$ cat config.mk
export PLATFORM = sky130hd
export DESIGN_NAME = millisecond_timebase_and_timeouts_core
export DESIGN_NICKNAME = d
export VERILOG_FILES = /design/src/hw/rtl/mtt_pkg.sv /design/src/hw/rtl/millisecond_timebase_and_timeouts_core.sv
export SDC_FILE = /design/constraint.sdc
export NUM_CORES = 1
export LEC_CHECK = 0
export BUFFER_PORTS_ARGS = -buffer_cell sky130_fd_sc_hd__buf_2
export CORE_MARGIN = 4
export CORE_UTILIZATION = 55
export CTS_BUF_LIST = sky130_fd_sc_hd__clkbuf_8
export CTS_CLUSTER_DIAMETER = 30
export CTS_CLUSTER_SIZE = 20
export DETAILED_ROUTE_END_ITERATION = 10
export GPL_TIMING_DRIVEN = 0
export HOLD_SLACK_MARGIN = 0.15
export PLACE_DENSITY_LB_ADDON = 0.1
export SYNTH_ARGS = -nofsm -noshare
export SYNTH_HDL_FRONTEND = slang
export SYNTH_SLANG_ARGS = --single-unit
$ cat constraint.sdc
create_clock -name clk -period 4.7 [get_ports clk]
set_input_delay 0.235 -clock clk [delete_from_list [all_inputs] [get_ports clk]]
set_output_delay 0.235 -clock clk [all_outputs]
set_load 0.03 [all_outputs]
$ cat src/hw/rtl/mtt_pkg.sv
// shared types, constants and register map for the millisecond timebase
package mtt_pkg;

    // default channel counts
    localparam int UART_CHANNELS_DEF    = 2;
    localparam int CAPTURE_CHANNELS_DEF = 8;

    // widths fixed by the transaction fields
    localparam int MS_W      = 10;
    localparam int TIME_W    = 6;
    localparam int DIGIT_W   = 4;
    localparam int SHOT_W    = 11;
    localparam int UART_W    = 16;
    localparam int IDLE_W    = 8;
    localparam int DELAY_W   = 16;
    localparam int EXP_W     = 2;
    localparam int STALE_W   = 8;
    localparam int ADDR_W    = 5;
    localparam int DATA_W    = 32;

    // time constants
    localparam logic [MS_W-1:0]    MS_LAST    = MS_W'(999);
    localparam logic [DIGIT_W-1:0] DIGIT_LAST = DIGIT_W'(9);
    localparam logic [TIME_W-1:0]  SIXTY_LAST = TIME_W'(59);

    // action codes
    localparam logic [2:0] ACT_TICK        = 3'd0;
    localparam logic [2:0] ACT_ARM_ONESHOT = 3'd1;
    localparam logic [2:0] ACT_ARM_UART    = 3'd2;
    localparam logic [2:0] ACT_CAPTURE     = 3'd3;
    localparam logic [2:0] ACT_LOAD_DELAY  = 3'd4;

    // register indexes (byte address = 4 * index)
    localparam logic [2:0] REG_SCAN_MODE    = 3'd0;
    localparam logic [2:0] REG_CAPTURE_USE  = 3'd1;
    localparam logic [2:0] REG_UART_LIMIT   = 3'd2;
    localparam logic [2:0] REG_IDLE_LIMIT   = 3'd3;
    localparam logic [2:0] REG_ONESHOT_LEN  = 3'd4;

    // register reset values
    localparam logic              SCAN_MODE_RST   = 1'b1;
    localparam logic [STALE_W-1:0] CAPTURE_USE_RST = '0;
    localparam logic [UART_W-1:0] UART_LIMIT_RST  = UART_W'(10);
    localparam logic [IDLE_W-1:0] IDLE_LIMIT_RST  = IDLE_W'(3);
    localparam logic [SHOT_W-1:0] ONESHOT_LEN_RST = SHOT_W'(1500);

    typedef struct packed {
        logic [2:0]         action;
        logic [2:0]         channel;
        logic [DELAY_W-1:0] delay_value;
    } item_t;

    typedef struct packed {
        logic               pulse_10ms;
        logic               pulse_100ms;
        logic               pulse_1s;
        logic               pulse_1min;
        logic               scan_pulse;
        logic               oneshot_busy;
        logic [EXP_W-1:0]   uart_expired;
        logic [STALE_W-1:0] capture_stale;
        logic [DELAY_W-1:0] startup_left;
        logic [TIME_W-1:0]  seconds_now;
        logic [TIME_W-1:0]  minutes_now;
        logic [MS_W-1:0]    millis_now;
    } result_t;

endpackage

$ cat src/hw/rtl/millisecond_timebase_and_timeouts_core.sv
// millisecond timebase with one-shot, uart, capture idle and startup timers
//
//  channel  | direction | handshake            | payload
//  ---------+-----------+----------------------+-----------------------
//  item     | in        | item_valid/item_stall | mtt_pkg::item_t
//  result   | out       | result_valid/result_stall | mtt_pkg::result_t
//  config   | in        | apb psel/penable     | 32-bit registers
//
// one transaction per cycle sustained while result_stall lets the result register drain;
// an input register is followed by the single-pass update into the result register.
// rst_n clears all counters and loads register defaults asynchronously.
// a held result stalls the input register only when that register is full;
// item_stall follows result_stall in the same cycle.
module millisecond_timebase_and_timeouts_core #(
    parameter int UART_CHANNELS    = mtt_pkg::UART_CHANNELS_DEF,
    parameter int CAPTURE_CHANNELS = mtt_pkg::CAPTURE_CHANNELS_DEF
) (
    input  logic                       clk,
    input  logic                       rst_n,
    input  logic                       item_valid,
    output logic                       item_stall,
    input  mtt_pkg::item_t             item,
    output logic                       result_valid,
    input  logic                       result_stall,
    output mtt_pkg::result_t           result,
    input  logic                       psel,
    input  logic                       penable,
    input  logic                       pwrite,
    input  logic [mtt_pkg::ADDR_W-1:0] paddr,
    input  logic [mtt_pkg::DATA_W-1:0] pwdata,
    output logic [mtt_pkg::DATA_W-1:0] prdata,
    output logic                       pready
);

    // configuration registers
    logic                                scan_mode_reg;
    logic [CAPTURE_CHANNELS-1:0]         capture_use_reg;
    logic [mtt_pkg::UART_W-1:0]          uart_limit_reg;
    logic [mtt_pkg::IDLE_W-1:0]          idle_limit_reg;
    logic [mtt_pkg::SHOT_W-1:0]          oneshot_len_reg;

    // pipeline registers
    logic                                in_valid_reg;
    mtt_pkg::item_t                      in_data_reg;
    logic                                out_valid_reg;
    mtt_pkg::result_t                    out_data_reg, out_data_next;

    // timebase state
    logic [mtt_pkg::MS_W-1:0]            ms_reg, ms_next;
    logic [mtt_pkg::DIGIT_W-1:0]         ones_reg, ones_next;
    logic [mtt_pkg::DIGIT_W-1:0]         tens_reg, tens_next;
    logic [mtt_pkg::TIME_W-1:0]          sec_reg, sec_next;
    logic [mtt_pkg::TIME_W-1:0]          min_reg, min_next;
    logic                                shot_on_reg, shot_on_next;
    logic [mtt_pkg::SHOT_W-1:0]          shot_elapsed_reg, shot_elapsed_next;
    logic [UART_CHANNELS-1:0]            uart_armed_reg, uart_armed_next;
    logic [mtt_pkg::UART_W-1:0]          uart_elapsed_reg [UART_CHANNELS];
    logic [mtt_pkg::UART_W-1:0]          uart_elapsed_next [UART_CHANNELS];
    logic [mtt_pkg::IDLE_W-1:0]          idle_reg [CAPTURE_CHANNELS];
    logic [mtt_pkg::IDLE_W-1:0]          idle_next [CAPTURE_CHANNELS];
    logic [mtt_pkg::DELAY_W-1:0]         startup_reg, startup_next;

    // combinational helpers
    logic                                out_free;
    logic                                fire;
    logic                                cfg_write;
    logic [2:0]                          cfg_index;
    logic                                p10, p100, p1s, p1min;
    logic [UART_CHANNELS-1:0]            uart_fired;
    logic [mtt_pkg::SHOT_W-1:0]          shot_inc;

    // handshake control
    assign out_free     = !out_valid_reg || !result_stall;
    assign fire         = in_valid_reg && out_free;
    assign item_stall   = in_valid_reg && !out_free;
    assign result_valid = out_valid_reg;
    assign result       = out_data_reg;

    // config port decode
    assign pready    = 1'b1;
    assign cfg_write = psel && penable && pwrite;
    assign cfg_index = paddr[4:2];

    // register read mux
    always_comb
    begin
        prdata = '0;
        case (cfg_index)
            mtt_pkg::REG_SCAN_MODE:   prdata = mtt_pkg::DATA_W'(scan_mode_reg);
            mtt_pkg::REG_CAPTURE_USE: prdata = mtt_pkg::DATA_W'(capture_use_reg);
            mtt_pkg::REG_UART_LIMIT:  prdata = mtt_pkg::DATA_W'(uart_limit_reg);
            mtt_pkg::REG_IDLE_LIMIT:  prdata = mtt_pkg::DATA_W'(idle_limit_reg);
            mtt_pkg::REG_ONESHOT_LEN: prdata = mtt_pkg::DATA_W'(oneshot_len_reg);
            default:                  prdata = '0;
        endcase
    end

    // register writes
    always_ff @(posedge clk or negedge rst_n)
    begin
        if (!rst_n)
        begin
            scan_mode_reg   <= mtt_pkg::SCAN_MODE_RST;
            capture_use_reg <= CAPTURE_CHANNELS'(mtt_pkg::CAPTURE_USE_RST);
            uart_limit_reg  <= mtt_pkg::UART_LIMIT_RST;
            idle_limit_reg  <= mtt_pkg::IDLE_LIMIT_RST;
            oneshot_len_reg <= mtt_pkg::ONESHOT_LEN_RST;
        end
        else if (cfg_write)
        begin
            case (cfg_index)
                mtt_pkg::REG_SCAN_MODE:   scan_mode_reg   <= pwdata[0];
                mtt_pkg::REG_CAPTURE_USE: capture_use_reg <= pwdata[CAPTURE_CHANNELS-1:0];
                mtt_pkg::REG_UART_LIMIT:  uart_limit_reg  <= pwdata[mtt_pkg::UART_W-1:0];
                mtt_pkg::REG_IDLE_LIMIT:  idle_limit_reg  <= pwdata[mtt_pkg::IDLE_W-1:0];
                mtt_pkg::REG_ONESHOT_LEN: oneshot_len_reg <= pwdata[mtt_pkg::SHOT_W-1:0];
                default:                  ;
            endcase
        end
    end

    // input register
    always_ff @(posedge clk or negedge rst_n)
    begin
        if (!rst_n)
        begin
            in_valid_reg <= 1'b0;
        end
        else if (!item_stall)
        begin
            in_valid_reg <= item_valid;
        end
    end

    always_ff @(posedge clk)
    begin
        if (item_valid && !item_stall)
        begin
            in_data_reg <= item;
        end
    end

    // single-pass state update
    always_comb
    begin
        ms_next           = ms_reg;
        ones_next         = ones_reg;
        tens_next         = tens_reg;
        sec_next          = sec_reg;
        min_next          = min_reg;
        shot_on_next      = shot_on_reg;
        shot_elapsed_next = shot_elapsed_reg;
        uart_armed_next   = uart_armed_reg;
        uart_elapsed_next = uart_elapsed_reg;
        idle_next         = idle_reg;
        startup_next      = startup_reg;
        uart_fired        = '0;
        p10               = 1'b0;
        p100              = 1'b0;
        p1s               = 1'b0;
        p1min             = 1'b0;
        shot_inc          = shot_elapsed_reg + 1'b1;

        if (fire)
        begin
            case (in_data_reg.action)
                mtt_pkg::ACT_TICK:
                begin
                    // decimal digit counters give the 10 ms and 100 ms marks
                    p10  = (ones_reg == mtt_pkg::DIGIT_LAST);
                    p100 = p10 && (tens_reg == mtt_pkg::DIGIT_LAST);
                    p1s  = (ms_reg == mtt_pkg::MS_LAST);
                    ones_next = p10 ? '0 : ones_reg + 1'b1;
                    if (p10)
                    begin
                        tens_next = (tens_reg == mtt_pkg::DIGIT_LAST) ? '0 : tens_reg + 1'b1;
                    end
                    ms_next = p1s ? '0 : ms_reg + 1'b1;

                    // one-shot
                    if (shot_on_reg)
                    begin
                        if (shot_inc >= oneshot_len_reg)
                        begin
                            shot_elapsed_next = '0;
                            shot_on_next      = 1'b0;
                        end
                        else
                        begin
                            shot_elapsed_next = shot_inc;
                        end
                    end

                    // uart receive timeouts
                    for (int i = 0; i < UART_CHANNELS; i++)
                    begin
                        if (uart_armed_reg[i])
                        begin
                            if (uart_elapsed_reg[i] < uart_limit_reg)
                            begin
                                uart_elapsed_next[i] = uart_elapsed_reg[i] + 1'b1;
                            end
                            else
                            begin
                                uart_elapsed_next[i] = '0;
                                uart_armed_next[i]   = 1'b0;
                                uart_fired[i]        = 1'b1;
                            end
                        end
                    end

                    // second boundary
                    if (p1s)
                    begin
                        for (int i = 0; i < CAPTURE_CHANNELS; i++)
                        begin
                            if (capture_use_reg[i] && (idle_reg[i] < idle_limit_reg))
                            begin
                                idle_next[i] = idle_reg[i] + 1'b1;
                            end
                        end
                        if (startup_reg != '0)
                        begin
                            startup_next = startup_reg - 1'b1;
                        end
                        if (sec_reg == mtt_pkg::SIXTY_LAST)
                        begin
                            sec_next = '0;
                            p1min    = 1'b1;
                            min_next = (min_reg == mtt_pkg::SIXTY_LAST) ? '0 : min_reg + 1'b1;
                        end
                        else
                        begin
                            sec_next = sec_reg + 1'b1;
                        end
                    end
                end

                mtt_pkg::ACT_ARM_ONESHOT:
                begin
                    shot_on_next      = 1'b1;
                    shot_elapsed_next = '0;
                end

                mtt_pkg::ACT_ARM_UART:
                begin
                    for (int i = 0; i < UART_CHANNELS; i++)
                    begin
                        if (in_data_reg.channel == 3'(i))
                        begin
                            uart_armed_next[i]   = 1'b1;
                            uart_elapsed_next[i] = '0;
                        end
                    end
                end

                mtt_pkg::ACT_CAPTURE:
                begin
                    for (int i = 0; i < CAPTURE_CHANNELS; i++)
                    begin
                        if (in_data_reg.channel == 3'(i))
                        begin
                            idle_next[i] = '0;
                        end
                    end
                end

                mtt_pkg::ACT_LOAD_DELAY:
                begin
                    startup_next = in_data_reg.delay_value;
                end

                default:
                begin
                end
            endcase
        end
    end

    // result assembly from the updated state
    always_comb
    begin
        out_data_next               = '0;
        out_data_next.pulse_10ms    = p10;
        out_data_next.pulse_100ms   = p100;
        out_data_next.pulse_1s      = p1s;
        out_data_next.pulse_1min    = p1min;
        out_data_next.scan_pulse    = scan_mode_reg ? p10 : p100;
        out_data_next.oneshot_busy  = shot_on_next;
        for (int i = 0; i < mtt_pkg::EXP_W; i++)
        begin
            if (i < UART_CHANNELS)
            begin
                out_data_next.uart_expired[i] = uart_fired[i];
            end
        end
        for (int i = 0; i < CAPTURE_CHANNELS; i++)
        begin
            out_data_next.capture_stale[i] = capture_use_reg[i]
                                             && (idle_next[i] >= idle_limit_reg);
        end
        out_data_next.startup_left  = startup_next;
        out_data_next.seconds_now   = sec_next;
        out_data_next.minutes_now   = min_next;
        out_data_next.millis_now    = ms_next;
    end

    // state registers
    always_ff @(posedge clk or negedge rst_n)
    begin
        if (!rst_n)
        begin
            ms_reg           <= '0;
            ones_reg         <= '0;
            tens_reg         <= '0;
            sec_reg          <= '0;
            min_reg          <= '0;
            shot_on_reg      <= 1'b0;
            shot_elapsed_reg <= '0;
            uart_armed_reg   <= '0;
            startup_reg      <= '0;
            for (int i = 0; i < UART_CHANNELS; i++)
            begin
                uart_elapsed_reg[i] <= '0;
            end
            for (int i = 0; i < CAPTURE_CHANNELS; i++)
            begin
                idle_reg[i] <= '0;
            end
        end
        else
        begin
            ms_reg           <= ms_next;
            ones_reg         <= ones_next;
            tens_reg         <= tens_next;
            sec_reg          <= sec_next;
            min_reg          <= min_next;
            shot_on_reg      <= shot_on_next;
            shot_elapsed_reg <= shot_elapsed_next;
            uart_armed_reg   <= uart_armed_next;
            startup_reg      <= startup_next;
            uart_elapsed_reg <= uart_elapsed_next;
            idle_reg         <= idle_next;
        end
    end

    // result register
    always_ff @(posedge clk or negedge rst_n)
    begin
        if (!rst_n)
        begin
            out_valid_reg <= 1'b0;
        end
        else if (out_free)
        begin
            out_valid_reg <= fire;
        end
    end

    always_ff @(posedge clk)
    begin
        if (fire)
        begin
            out_data_reg <= out_data_next;
        end
    end

endmodule

Yosys cells after proc, flatten, opt, wreduce, memory -nomap -nowiden:

Cells that the tools add are included.

* flip-flop bits (word level): 278
* bits of input ports: 66
* output and inout port bits: 89
* word-level logic and storage cells: 217

* add/subtract/negate cells: 17
* $lt $le $gt $ge: 19
* eq/ne operators: 25
* multiplexer cells: 65
* reductions and logical operators: 48

Operators by type and width (number)
* two-way mux 16 bit: 9
* two-way mux 64 bit: 2
* two-way mux 8 bit: 16
* case mux 64 bit (2 select lines): 1
* case mux 16 bit (5 select lines): 1
* adder 8 x 1 -> 8 bit (second input constant): 8
* >= comparator 8 bit: 8
* less-than comparator 8 bit: 8
* case mux 32 bit (2 select lines): 1
* two-way mux 6 bit: 9
* adder 16 x 1 -> 16 bit (second input constant): 2
* less-than comparator 16 bit: 2
* case mux 16 bit (2 select lines): 1
* two-way mux 10 bit: 3
* logical AND 1 bit: 22
* two-way mux 11 bit: 2
* case mux 11 bit (2 select lines): 1
* equality test 3 x 2 -> 1 bit (second input constant): 6
* equality test 3 bit (second input constant): 6
* AND reduction 2 bit: 9
* nonzero test 16 bit: 1
* subtractor 16 x 1 -> 16 bit (second input constant): 1
* two-way mux 1 bit: 15
* adder 6 x 1 -> 6 bit (second input constant): 2
* other kinds (18): 38

Longest topological paths before layout:

Gate-level depths: netlist (run 1).

* depth after elaboration: 8
* depth in mapped cells: 15
* gate-level depth less buffers: 15

Worst setup path after synthesis (run 1):

Ideal clock, no wire load.

* kind: register -> register
* from: register out_valid_reg, in the netlist result_valid
* to: register out_data_reg, in the netlist result[43], data pin
* setup time: 262 ps
* arrival: 4179 ps
* required time: 4438 ps
* path slack: 259 ps
* stages on the path, launching flop included: 16
* buffers on the path: 3
* clock period less this slack: 4441 ps
* cells stage by stage: dfrtp_1 > a21bo_2 > clkbuf_1 > inv_1 > nand2_1 > clkbuf_1 > buf_2 > nor3_1 > a21oi_1 > ha_1 > nand2b_1 > a21o_1 > a21oi_1 > nor2b_1 > o2111ai_1 > a21oi_1

RTL lines
* start: declaration: RTL line millisecond_timebase_and_timeouts_core.sv:45 `logic out_valid_reg;`
* start signal: assignment: RTL line millisecond_timebase_and_timeouts_core.sv:356 `out_valid_reg <= fire;`
* end signal: assignment: RTL line millisecond_timebase_and_timeouts_core.sv:364 `out_data_reg <= out_data_next;`
* end: declaration: RTL line millisecond_timebase_and_timeouts_core.sv:46 `mtt_pkg::result_t out_data_reg, out_data_next;`

==> flow_metrics.env, run 1 <==
export IMPL_layout_area_overhead_vs_synth_pct=18.5
export IMPL_drc=0
export IMPL_ys_seq_area_share_pct=43.5
export IMPL_yosys_most_used_dff="dfrtp_1"
export IMPL_crit_cells=12
export IMPL_clkTransAtPathRegs_ps=80
export IMPL_ys_types=84
export IMPL_mostFrequentLayoutCells="dfrtp_1, ha_1, nand2_1"
export IMPL_total_power_mw=7.59
export IMPL_num_rows=63
export IMPL_hold_viol=0
export IMPL_max_freq_mhz=220
export IMPL_p_leak_nw=9.59
export IMPL_place_congestion=0.872
export IMPL_setup_tns_ps=0
export IMPL_design_die_area_mm2=0.0336
export IMPL_fin_worst_skew_ps=29.3
export IMPL_post_cts_buffers=0
export IMPL_start_util_pct=56.4
export IMPL_viasPerCell=6.05
export IMPL_met3_usage_pct=5.00
export IMPL_largest_reg_flops=64
export IMPL_syn_area_per_cell_um2=10.1
export IMPL_cp_end_kind="flip-flop"
export IMPL_cts_sinks=278
export IMPL_timing_critical_path_slowest_stage_cell="buf_1"
export IMPL_setup_viol=0
export IMPL_reg2reg_depth=12
export IMPL_post_drt_wl_per_cell_um=19.6
export IMPL_num_vias=14400
export IMPL_dp_cells=2205
export IMPL_grt_util_met2_pct=44.6
export IMPL_cts_root_buf="clkbuf_8"
export IMPL_postSynth_asyncResetShare_pct=72.7
export IMPL_syn_area_mm2=0.0169
export IMPL_grt_pass1_wl_mm=74.4
export IMPL_grt_max_degree=108
export IMPL_synth_edff_count=76
export IMPL_cts_tree="yes"
export IMPL_dpl_cell_area_mm2=0.0181
export IMPL_core_area_mm2=0.0300
export IMPL_layout_min_cycle_time_ps=4540
export IMPL_stdcell_count=2373
export IMPL_worstMarginPinSlew_ps=1150
export IMPL_synth_warning_count=0
export IMPL_ant_nets=0
export IMPL_power_density_mw_per_mm2=379
export IMPL_ys_ff_latch=278
export IMPL_stdcell_area_mm2=0.0200
export IMPL_crit_top_cell="clkbuf_1"
export IMPL_status="finished, final reports clean"
export IMPL_hold_slack_ps=201
export IMPL_top_usage_layer="met2"
export IMPL_path_buf_inv=4
export IMPL_antenna_found_initial=3
export IMPL_timing_final_crit_share_pct=96.7
export IMPL_rsz0062_at_grt="no"
export IMPL_use_met1_pct=36.7
export IMPL_crit_fanout=10
export IMPL_irDropWorstVdd_v=0.000339
export IMPL_final_common_cell="dfrtp_1"
export IMPL_wl_mm=46.5
export IMPL_clock_latency_ps=600
export IMPL_grt_pass1_vias=14200
export IMPL_maxSlewViolCount=0
export IMPL_grt_ovfl_total=0
export IMPL_relSlewSlack_pct=22.3
export IMPL_cts_path_max_buffers=3
export IMPL_critPathMaxStageDelay_ps=590
export IMPL_dr_pass1_iters=7
export IMPL_max_cap_violations=0
export IMPL_die_w_um=183
export IMPL_hp_class="primary input to flip-flop"
export IMPL_io_buffers=118
export IMPL_synth_cells=1680
export IMPL_crit_chain="or3_1 -> clkbuf_1 -> nor2_2 -> clkbuf_1 -> buf_2 -> buf_1 -> nand3_1 -> mux2i_1 -> ha_1 -> a21o_1 -> a211oi_1 -> a21oi_1"
export IMPL_drtIter0Drc=1121
export IMPL_drive_above_1_share_pct=16.3
export IMPL_hold_depth=5
export IMPL_ios=155
export IMPL_fp_dieH_um=183
export IMPL_critPathKind="flip-flop to flip-flop"
export IMPL_fin_nets=2172
export IMPL_critPathLaunchType="flip-flop"
export IMPL_worst_ep_required_time_ps=5030
export IMPL_post_dp_hpwl_mm=32.2
export IMPL_grt_use_total_pct=27.5
export IMPL_cts_buffers=66
export IMPL_cpLargestDelayFamily="buffers and inverters"
export IMPL_htree_levels=3
export IMPL_critPathArrivalTime_ps=4870
[cells in the mapped netlist, drive strengths merged, types with 5 or more instances]
library cell  number  share of area (%)
or2                6               0.22
a22oi             14               0.62
dfstp             12                1.9
xor2              27                1.4
a22o              13               0.67
edfxtp            76                 14
or3               11               0.41
mux2              29                1.9
a211oi            20               0.96
nor3b              5               0.22
inv               61                1.4
a2111oi            7               0.56
a32oi              6               0.31
a21o              47                2.1
o21a               7               0.31
o21ai            108                3.2
xnor2             19               0.98
dfrtp            190                 28
a31o               7               0.36
ha               177                 13
or4               13               0.60
o21bai             5               0.22
a31oi             18               0.67
and4              11               0.57
clkbuf            40               0.89
nor3              38                1.2
nor4              15               0.64
buf               24               0.98
a211o             13               0.67
and3              39                1.4
o22ai              9               0.33
a21oi             80                2.4
mux2i             19                1.1
o2111ai           11               0.57
o211ai            14               0.62
nand4             29                1.1
nand2            166                3.7
nand2b            29                1.1
and2              11               0.41
nand3             75                2.2
o31a               5               0.26
o31ai              7               0.39
nor2b             27                1.0
nor2              90                2.0
[path summary, 6_finish.rpt]
| kind | startpoint | to | slack, ps |
|---|---|---|---|
| max in group asynchronous | rst_n | oneshot_len_reg[6] | 3470 |
| worst min register to register | in_valid_reg | result_valid | 490 |
| worst min-delay path | pwrite | idle_limit_reg[7] | 200 |
| min in group asynchronous | rst_n | idle_reg[17] | 250 |
| worst max-delay path | in_data_reg[20] | result[38] | 160 |
| worst max register to register | in_data_reg[20] | result[38] | 160 |
[metrics by stage]
stage	setup WS [ps]	utilization, %
2_1_floorplan	259	-
3_3_place_gp	-1730	60.2
3_5_place_dp	-232	60.4
4_1_cts	25.8	66.8
5_1_grt	25.6	66.8
6_report	156	66.8
[report_power, final]
part	total [mW]	internal [mW]	switching (mW)
registers	3.01	2.78	0.235
logic	1.50	0.542	0.962
clock network	3.07	1.80	1.27
[area by class of cell]
cell class / instances / area [µm²]
Antenna cell: 2 / 5.00
Clock buffer: 72 / 991
Multi-Input combinational cell: 1292 / 9070
Inverter: 61 / 231
Sequential cell: 278 / 7350
Clock inverter: 48 / 459
Timing Repair Buffer: 166 / 1110
Fill cell: 2390 / 9930
Buffer: 64 / 318
Tap cell: 390 / 488
[routing by layer]
metal | vias up | part of all wire [%]
li1 | 6801 | -
met1 | 6882 | 43
met2 | 552 | 47
met3 | 121 | 6.4
met4 | 2 | 3.7
met5 | - | 0.041
[kinds of logic (layout without fill, tap and decap cells)]
family	Yosys count	count (layout)	share of synthesized area, %
AO/OA/AOI/OAI	424	424	17.0
XOR/XNOR	46	46	2.38
adder cells (fa/ha/maj)	177	177	13.1
buffers and inverters	125	411	3.22
flip-flops	278	278	43.5
multiplexers	49	49	3.19
other	2	19	0.0444
AND/OR/NAND/NOR	579	579	17.5
[timing repair]
action                     in CTS  in global routing
hold buffers                   46                  0
resized for setup               2                  6
setup endpoints to repair       5                  7
hold endpoints to repair      174                  0
[tightest hold or removal path: stages]
cell	delay (ps)
buf_2	100
nand4_1	110
nor2_1	130
nand2_1	90
o21ai_0	70
Power figures use the tool's default switching activity.
==> inputs of run 2 (changes only) <==
--- a/config.mk
+++ b/config.mk
@@ -5,7 +5,9 @@
 export SDC_FILE = /design/constraint.sdc
 export NUM_CORES = 1
 export LEC_CHECK = 0
+export ABC_CLOCK_PERIOD_IN_PS = 4700
 export BUFFER_PORTS_ARGS = -buffer_cell sky130_fd_sc_hd__buf_2
+export CORE_ASPECT_RATIO = 0.8
 export CORE_MARGIN = 4
 export CORE_UTILIZATION = 55
 export CTS_BUF_LIST = sky130_fd_sc_hd__clkbuf_8
==> run 2 against run 1 <==
Net effect:
- largest cell class unchanged
- flip-flop and latch count did not move
- clock power fell by 5%
- design area barely moved
==> flow_metrics.env, run 2 (synthesis results as in run 1) <==
export IMPL_cts_sinks=278
export IMPL_core_area_mm2=0.0303
export IMPL_cts_path_max_buffers=3
export IMPL_fill_cells=2405
export IMPL_cts_root_buf="clkbuf_8"
export IMPL_hold_viol=0
export IMPL_ant_nets=0
export IMPL_start_util_pct=55.7
export IMPL_fin_nets=2166
export IMPL_clock_latency_ps=600
export IMPL_worst_ep_required_time_ps=5010
export IMPL_cp_end_kind="flip-flop"
export IMPL_r2r_end="result[41]"
export IMPL_largest_reg_flops=64
export IMPL_die_w_um=204
export IMPL_max_freq_mhz=220
export IMPL_dr_pass1_iters=5
export IMPL_reg2reg_depth=14
export IMPL_drc=0
export IMPL_setup_viol=0
export IMPL_io_buffers=118
export IMPL_antenna_found_initial=0
export IMPL_wl_mm=46.9
export IMPL_grt_max_degree=91
export IMPL_crit_cells=14
export IMPL_post_dp_hpwl_mm=32.4
export IMPL_grt_pass1_wl_mm=74.6
export IMPL_grt_ovfl_total=0
export IMPL_cpLargestDelayFamily="buffers and inverters"
export IMPL_post_drt_wl_per_cell_um=19.7
export IMPL_crit_chain="a21bo_2 -> clkbuf_1 -> nor2_2 -> clkbuf_1 -> clkbuf_1 -> nand2_1 -> o21a_1 -> ha_1 -> nand2b_1 -> a21o_1 -> a21oi_1 -> nor2b_1 -> o2111ai_1 -> a21oi_1"
export IMPL_drive_above_1_share_pct=15.9
export IMPL_crit_end="result[41]"
export IMPL_num_vias=14300
export IMPL_hp_start="psel"
export IMPL_grt_use_total_pct=27.8
export IMPL_design_die_area_mm2=0.0336
export IMPL_hold_slack_ps=196
export IMPL_post_cts_buffers=0
export IMPL_relSlewSlack_pct=23.2
export IMPL_power_density_mw_per_mm2=373
export IMPL_hp_class="primary input to flip-flop"
export IMPL_place_congestion=0.896
export IMPL_htree_levels=2
export IMPL_cts_buffers=54
export IMPL_total_power_mw=7.46
export IMPL_grt_pass1_vias=13900
export IMPL_timing_final_crit_share_pct=96.6
export IMPL_rsz0062_at_grt="yes"
export IMPL_num_rows=57
export IMPL_final_common_cell="dfrtp_1"
export IMPL_crit_fanout=10
export IMPL_fp_dieH_um=165
export IMPL_multi_input_area_mm2=0.00907
export IMPL_worst_r2r_setup_slack_ps=160
export IMPL_critPathKind="flip-flop to flip-flop"
export IMPL_fin_util_pct=66.0
export IMPL_path_buf_inv=3
export IMPL_worstMarginPinSlew_ps=1140
export IMPL_cts_tree="yes"
export IMPL_status="finished, final reports clean"
export IMPL_ios=155
export IMPL_fin_worst_skew_ps=21.4
export IMPL_timing_critical_path_slowest_stage_cell="clkbuf_1"
export IMPL_critPathMaxStageDelay_ps=630
export IMPL_critPathArrivalTime_ps=4850
export IMPL_p_leak_nw=9.56
export IMPL_mostFrequentLayoutCells="dfrtp_1, ha_1, nand2_1"
export IMPL_clkTransAtPathRegs_ps=60
export IMPL_viasPerCell=6.00
export IMPL_drtIter0Drc=1078
export IMPL_maxSlewViolCount=0
export IMPL_irDropWorstVdd_v=0.000255
export IMPL_max_cap_violations=0
export IMPL_layout_min_cycle_time_ps=4540
export IMPL_startpoint="result_valid"
export IMPL_critPathLaunchType="flip-flop"
export IMPL_r2r_start="result_valid"
export IMPL_crit_top_cell="clkbuf_1"
export IMPL_layout_area_overhead_vs_synth_pct=18.5
export IMPL_seq_area_mm2=0.00735
## run 2: changes by cell type in the layout (fill, tap and decap cells not counted), moves of 3 or more
cell / before / now
clkbuf_8: 72 / 61
inv_1: 69 / 65
inv_6: 9 / 5
bufinv_16: 6 / 9
clkinvlp_4: 8 / 5
dlygate4sd3_1: 46 / 49
## run 2: metrics by stage
step,worst slack (ps),std cells,setup TNS [ps],area (µm²)
3_3_place_gp,-1730,2226,-117780,18100
5_1_grt,-45.9,2382,-45.9,20000
2_1_floorplan,259,1695,0,17000
3_5_place_dp,-50.6,2230,-167,18200
4_1_cts,5.01,2382,0,20000
6_report,159,2383,0,20000
## run 2: power by group
| group | internal [mW] | switching (mW) | leakage [nW] |
|---|---|---|---|
| Clock | 1.74 | 1.19 | 0.685 |
| Combinational | 0.550 | 0.961 | 5.48 |
| Sequential | 2.77 | 0.243 | 3.39 |
| Total | 5.06 | 2.40 | 9.56 |
## run 2: what timing repair did
action                                 in CTS  in global routing
hold buffers                               50                  0
endpoints found under the hold margin     178                  0
setup endpoints to repair                   6                  8
resized for setup                           3                  8
## run 2: metal layers
| metal | track usage (%) | vias up | wire (µm) |
|---|---|---|---|
| met1 | 41.0 | 6839 | 21400 |
| met3 | 5.34 | 96 | 3790 |
| met4 | 8.58 | 0 | 1200 |
| met2 | 41.8 | 582 | 20500 |
| li1 | - | 6778 | - |
| met5 | 0 | - | 0 |
## run 2: how the worst min path moves through the flow
stage | to | cells past startpoint | slack, ps
2_1_floorplan | capture_use_reg[0] | 0 | -60
3_3_place_gp | in_data_reg[7] | 1 | 410
3_5_place_dp | shot_elapsed_reg[5] | 1 | 100
4_1_cts | scan_mode_reg | 4 | 160
5_1_grt | scan_mode_reg | 4 | 190
6_report | scan_mode_reg | 4 | 200
## run 2: final cells by class
| type | count | share of cell area (%) |
|---|---|---|
| Antenna cell | 1 | 0.0125 |
| Buffer | 64 | 1.60 |
| Clock buffer | 61 | 4.19 |
| Clock inverter | 41 | 2.48 |
| Inverter | 61 | 1.16 |
| Multi-Input combinational cell | 1292 | 45.3 |
| Sequential cell | 278 | 36.7 |
| Tap cell | 413 | 2.58 |
| Timing Repair Buffer | 172 | 5.96 |
## run 2: worst reg2reg max path: cells and delay by family (launching register included)
family                     cells  cell delay [ps]
AOI/OAI and AO/OA              6             1170
adders and majority gates      1              260
buffers and inverters          3             1520
DFF                            1              420
and+or+nand+nor                4              890
